===== config.mk =====
export PLATFORM = sky130hd
export DESIGN_NAME = ulwt_tag_map
export DESIGN_NICKNAME = d
export VERILOG_FILES = /design/src/rtl/ulwt_pkg.sv /design/src/rtl/ulwt_tag_map.sv
export SDC_FILE = /design/constraint.sdc
export NUM_CORES = 2
export LEC_CHECK = 0
export BUFFER_PORTS_ARGS = -buffer_cell sky130_fd_sc_hd__buf_2
export CORE_MARGIN = 3
export CORE_UTILIZATION = 35
export DETAILED_ROUTE_END_ITERATION = 8
export PLACE_DENSITY = 0.52
export REMOVE_ABC_BUFFERS = 1
export SLEW_MARGIN = 20
export SYNTH_ARGS = -nofsm -noshare
export SYNTH_HDL_FRONTEND = slang
export SYNTH_SLANG_ARGS = --single-unit
export TNS_END_PERCENT = 100

===== constraint.sdc =====
create_clock -name aclk -period 5.15 [get_ports aclk]
set_clock_uncertainty 0.15 [all_clocks]
set_input_delay 0.2575 -clock aclk [delete_from_list [all_inputs] [get_ports aclk]]
set_output_delay 0.2575 -clock aclk [all_outputs]
set_load 0.1 [all_outputs]

===== src/rtl/ulwt_pkg.sv =====
package ulwt_pkg;

    // Fixed field widths
    localparam int ADDR_W     = 16;
    localparam int MODE_W     = 3;
    localparam int ACTION_W   = 3;
    localparam int COUNT_W    = 12;
    localparam int EPOCH_W    = 8;
    localparam int SIZE_W     = 12;
    localparam int CFG_IDX_W  = 2;
    localparam int CFG_DATA_W = 16;

    localparam logic [EPOCH_W-1:0] EPOCH_ONE = EPOCH_W'(1);

    // Request modes
    localparam logic [MODE_W-1:0] MODE_RANGED = 3'd0;
    localparam logic [MODE_W-1:0] MODE_CHECK  = 3'd1;
    localparam logic [MODE_W-1:0] MODE_LOG    = 3'd2;
    localparam logic [MODE_W-1:0] MODE_CKPT   = 3'd3;
    localparam logic [MODE_W-1:0] MODE_RBEGIN = 3'd4;
    localparam logic [MODE_W-1:0] MODE_RPOP   = 3'd5;

    // Result actions
    localparam logic [ACTION_W-1:0] ACT_SKIP     = 3'd0;
    localparam logic [ACTION_W-1:0] ACT_BACKUP   = 3'd1;
    localparam logic [ACTION_W-1:0] ACT_RESTORE  = 3'd2;
    localparam logic [ACTION_W-1:0] ACT_OVERFLOW = 3'd3;
    localparam logic [ACTION_W-1:0] ACT_EMPTY    = 3'd4;
    localparam logic [ACTION_W-1:0] ACT_EPOCH    = 3'd5;

    // Configuration register indexes
    localparam logic [CFG_IDX_W-1:0] REG_REGION_START  = 2'd0;
    localparam logic [CFG_IDX_W-1:0] REG_REGION_SIZE   = 2'd1;
    localparam logic [CFG_IDX_W-1:0] REG_SHADOW_OFFSET = 2'd2;

    typedef struct packed {
        logic [MODE_W-1:0] mode;
        logic [ADDR_W-1:0] addr;
    } in_item_t;

    typedef struct packed {
        logic [ACTION_W-1:0] action;
        logic [ADDR_W-1:0]   block_addr;
        logic [ADDR_W-1:0]   shadow_addr;
        logic [COUNT_W-1:0]  log_count;
        logic [EPOCH_W-1:0]  epoch_now;
    } out_item_t;

    typedef enum logic [2:0] {
        ST_CLEAR,
        ST_IDLE,
        ST_DIV,
        ST_FIX,
        ST_LOOK,
        ST_EXEC
    } state_t;

    typedef struct packed {
        logic rd_en;
        logic wr_en;
        logic clr_start;
    } tag_ctl_t;

    typedef struct packed {
        logic rd_en;
        logic push;
        logic pop;
        logic clear;
    } log_ctl_t;

endpackage


===== src/rtl/ulwt_tag_map.sv =====
module ulwt_tag_map
    import ulwt_pkg::*;
#(
    parameter int ENTRIES = 256,
    parameter int AW      = 8
) (
    input  logic               aclk,
    input  logic               aresetn,
    input  tag_ctl_t           ctl,
    input  logic [AW-1:0]      rd_addr,
    input  logic [AW-1:0]      wr_addr,
    input  logic [EPOCH_W-1:0] wr_data,
    output logic [EPOCH_W-1:0] rd_data,
    output logic               busy
);

    localparam logic [AW-1:0] LAST = AW'(ENTRIES - 1);

    logic [EPOCH_W-1:0] mem [ENTRIES];
    logic [EPOCH_W-1:0] rd_data_reg;
    logic               busy_reg;
    logic               busy_next;
    logic [AW-1:0]      sweep_reg;
    logic [AW-1:0]      sweep_next;

    // Sweep control: clears one entry per cycle after reset and on request
    always_comb begin
        busy_next  = busy_reg;
        sweep_next = sweep_reg;
        if (busy_reg) begin
            sweep_next = sweep_reg + AW'(1);
            if (sweep_reg == LAST) begin
                busy_next = 1'b0;
            end
        end else if (ctl.clr_start) begin
            busy_next  = 1'b1;
            sweep_next = '0;
        end
    end

    always_ff @(posedge aclk) begin
        if (!aresetn) begin
            busy_reg  <= 1'b1;
            sweep_reg <= '0;
        end else begin
            busy_reg  <= busy_next;
            sweep_reg <= sweep_next;
        end
    end

    // Tag storage, one write and one registered read per cycle
    always_ff @(posedge aclk) begin
        if (busy_reg) begin
            mem[sweep_reg] <= '0;
        end else if (ctl.wr_en) begin
            mem[wr_addr] <= wr_data;
        end
        if (ctl.rd_en) begin
            rd_data_reg <= mem[rd_addr];
        end
    end

    assign rd_data = rd_data_reg;
    assign busy    = busy_reg;

`ifndef SYNTHESIS
    a_no_write_in_sweep: assert property (@(posedge aclk) disable iff (!aresetn)
        ctl.wr_en |-> !busy_reg)
        else $error("tag write during clear sweep");
    a_no_restart: assert property (@(posedge aclk) disable iff (!aresetn)
        ctl.clr_start |-> !busy_reg)
        else $error("clear requested while sweeping");
    a_sweep_ends: assert property (@(posedge aclk) disable iff (!aresetn)
        (busy_reg && sweep_reg == LAST) |=> !busy_reg)
        else $error("sweep did not end at last entry");
`endif

endmodule


==> results.json <==
{
  "hold_buffers": 6,
  "synth_cell_types": 64,
  "grt_pass1_wl_um": 313000,
  "cp-end-kind": "flop",
  "drive_above_1_share_pct": 22.7,
  "dieArea_mm2": 0.237,
  "ios": 38,
  "hold_viol": 0,
  "cts_setup_buffers": 0,
  "ys_seq_area_share_pct": 76.7,
  "core_mm2": 0.228,
  "via_count": 39900,
  "grt_setup_unrepaired": "false",
  "nets": 4115,
  "dr.pass1.iters": 6,
  "max_cap_viol_count": 0,
  "status": "finished clean",
  "slew_viol_final": 0,
  "cts_made_buffers": 209,
  "setup_ws_ns": 1.03,
  "cts_resized": 0,
  "min_path_type": "input pin to flop",
  "synthDominantCellAreaShare_pct": 76.4,
  "fmax_ghz": 0.243,
  "final.period_utilization_pct": 79.9,
  "clk_path_buf_depth": 3,
  "clk_pin_slew_ns": 0.06,
  "dpl.hpwl_um": 137000,
  "antenna_found_initial": 13,
  "leakage_nw": 30.3,
  "cts.sinks": 2065,
  "insertion_delay_ns": 0.83,
  "synth_ff_type": "edfxtp_1",
  "track_usage_pct": 18.4,
  "worstSetupPathType": "flop to flop",
  "synth_area_leaders": "edfxtp_1, mux4_2, mux2i_1",
  "die_x_um": 486,
  "max_slew_margin_pct": 28.2,
  "rows": 175,
  "tritoncts": "yes",
  "tightest_slew_ns": 1.07,
  "ant_nets": 0,
  "synthCells": 3901,
  "synthArstFlopShare_pct": 0,
  "critPathRequiredTime_ns": 5.44,
  "synth_top_cell_by_area": "edfxtp_1",
  "globalplace.congestion": 0.842,
  "syn2layout_area_growth_pct": 13.1,
  "drt-wirelength-per-cell_um": 30.3,
  "grt_max_degree": 127,
  "ir_worst_vdd_v": 0.000288,
  "dieHeight_um": 486,
  "syn_avg_cell_area_um2": 20.7,
  "drcViolationCount": 0,
  "initial_core_util_pct": 35.4,
  "ys_warn_count": 0,
  "drt_iter0_drc": 4226,
  "first_global_vias": 40300,
  "grt_overflow": 0,
  "ys_ff_latch": 2065,
  "routed_via_density": 5.49,
  "syn_area_mm2": 0.0808,
  "setup_viol": 0,
  "largest_reg_flops": 2048,
  "root_buffer": "clkbuf_16",
  "fin_crit_ns": 4.12,
  "cp-start-kind": "flop",
  "cp_data_arrival_time_ns": 4.40,
  "hold_ws_ns": 0.0121,
  "synth_edf_count": 2056,
  "cp_max_fo": 23,
  "p_per_area_mw_per_mm2": 372,
  "io_buffers": 37,
  "pre_cts_ws_ns": 1.01,
  "cts_max_level": 4,
  "finalWirelength_um": 220000
}
worst max-delay path: stages, from the launching register on:
cell     delay (ns)
dfxtp_1        0.57
nor2b_4        0.18
buf_4          0.25
o21ai_0        0.79
nand2_1        0.79
nor2_1         0.96
placed cells by master, fill, tap and decap left out, types with 11 or more instances in the layout:
cell          n
nand2_1      88
mux2i_1     218
edfxtp_1   2056
o22ai_1      46
a221oi_1     16
buf_12       32
mux4_2      438
o21ai_0      33
clkinv_2     38
buf_4       127
nand2b_1     14
o221ai_1     80
nand3_1      41
nor2_1      275
clkbuf_1     41
a22oi_1      43
a21oi_1      59
nor3_1       40
mux2_2       19
and2_1       18
buf_2        34
o31ai_1      11
a211oi_1     13
clkbuf_16   211
clkinv_1     56
path summary, 6_finish.rpt:
check / start / endpoint / slack (ns) / cells after the start
setup / recovery: busy$_SDFF_PN1_ / mem[42][1]$_DFFE_PP_ / 1.03 / 5
hold / removal: wr_data[2] / mem[255][2]$_DFFE_PP_ / 0.01 / 2
setup reg to reg: busy$_SDFF_PN1_ / mem[42][1]$_DFFE_PP_ / 1.03 / 5
hold reg to reg: sweep_reg[6]$_SDFFE_PN0P_ / sweep_reg[6]$_SDFFE_PN0P_ / 0.44 / 2
stage by stage:
stage               std cells  power, mW  setup TNS [ns]  instance area, µm²  utilization (%)
floorplan                3673       19.3        -2331.79               79300                -
global placement         6876       20.1               0               84900             37.2
detailed placement       6877       20.1               0               84900             37.2
CTS                      7255       34.3               0               91400             40.0
global route             7258       35.0               0               91400             40.0
finish                   7258       34.0               0               91400             40.0
logic make-up after synthesis:
| family | synth area share, % |
|---|---|
| buffers and inverters | 1.86 |
| multiplexers | 15.2 |
| AND/OR/NAND/NOR | 3.13 |
| flip-flops | 76.7 |
| AO/OA/AOI/OAI | 3.16 |
| adder cells (fa/ha/maj) | 0.0155 |
area by class of cell:
| cell class | count | area [µm²] |
|---|---|---|
| timing repair buffer | 201 | 1850 |
| tap | 3009 | 3760 |
| fill | 20200 | 137000 |
| multi-input combinational | 1599 | 17400 |
| sequential | 2065 | 61900 |
| inverter | 9 | 37.5 |
| clock inverter | 116 | 857 |
| antenna | 3 | 7.51 |
| clock buffer | 256 | 5490 |
per-layer routing:
metal | routed length, µm | track usage, % | vias to the layer above
met1 | 95900 | 26.2 | 21600
met5 | 0 | 0 | -
met2 | 105000 | 29.6 | 1355
met3 | 12500 | 2.78 | 277
met4 | 5760 | 5.22 | 0
li1 | - | - | 16700
cell usage after synthesis, types with 4 or more instances:
cell / n
a211o_1: 5
a211oi_1: 13
a21oi_1: 59
a221oi_1: 16
a22o_1: 8
a22oi_1: 43
a31oi_1: 10
a32oi_1: 4
and2_1: 26
and3_1: 5
buf_1: 10
buf_2: 56
buf_4: 14
buf_6: 32
buf_8: 18
clkbuf_1: 95
dfxtp_1: 9
edfxtp_1: 2056
inv_1: 7
mux2_2: 19
mux2i_1: 218
mux4_2: 438
nand2_1: 89
nand2b_1: 15
nand3_1: 41
nand3b_1: 10
nand4_1: 7
nor2_1: 284
nor2b_1: 13
nor3_1: 41
nor4_1: 10
o21ai_0: 33
o21ai_1: 7
o221ai_1: 80
o22ai_1: 46
o2bb2ai_1: 5
o31ai_1: 11
or2_2: 6
or3_1: 8
power by group:
part	total (mW)	internal, mW	switching, mW	leakage (nW)
Clock	14.3	7.98	6.32	3.11
Sequential	18.3	18.2	0.0204	20.6
Combinational	1.48	0.547	0.934	6.53
Total	34.0	26.8	7.27	30.3
Power figures use the tool's default switching activity.
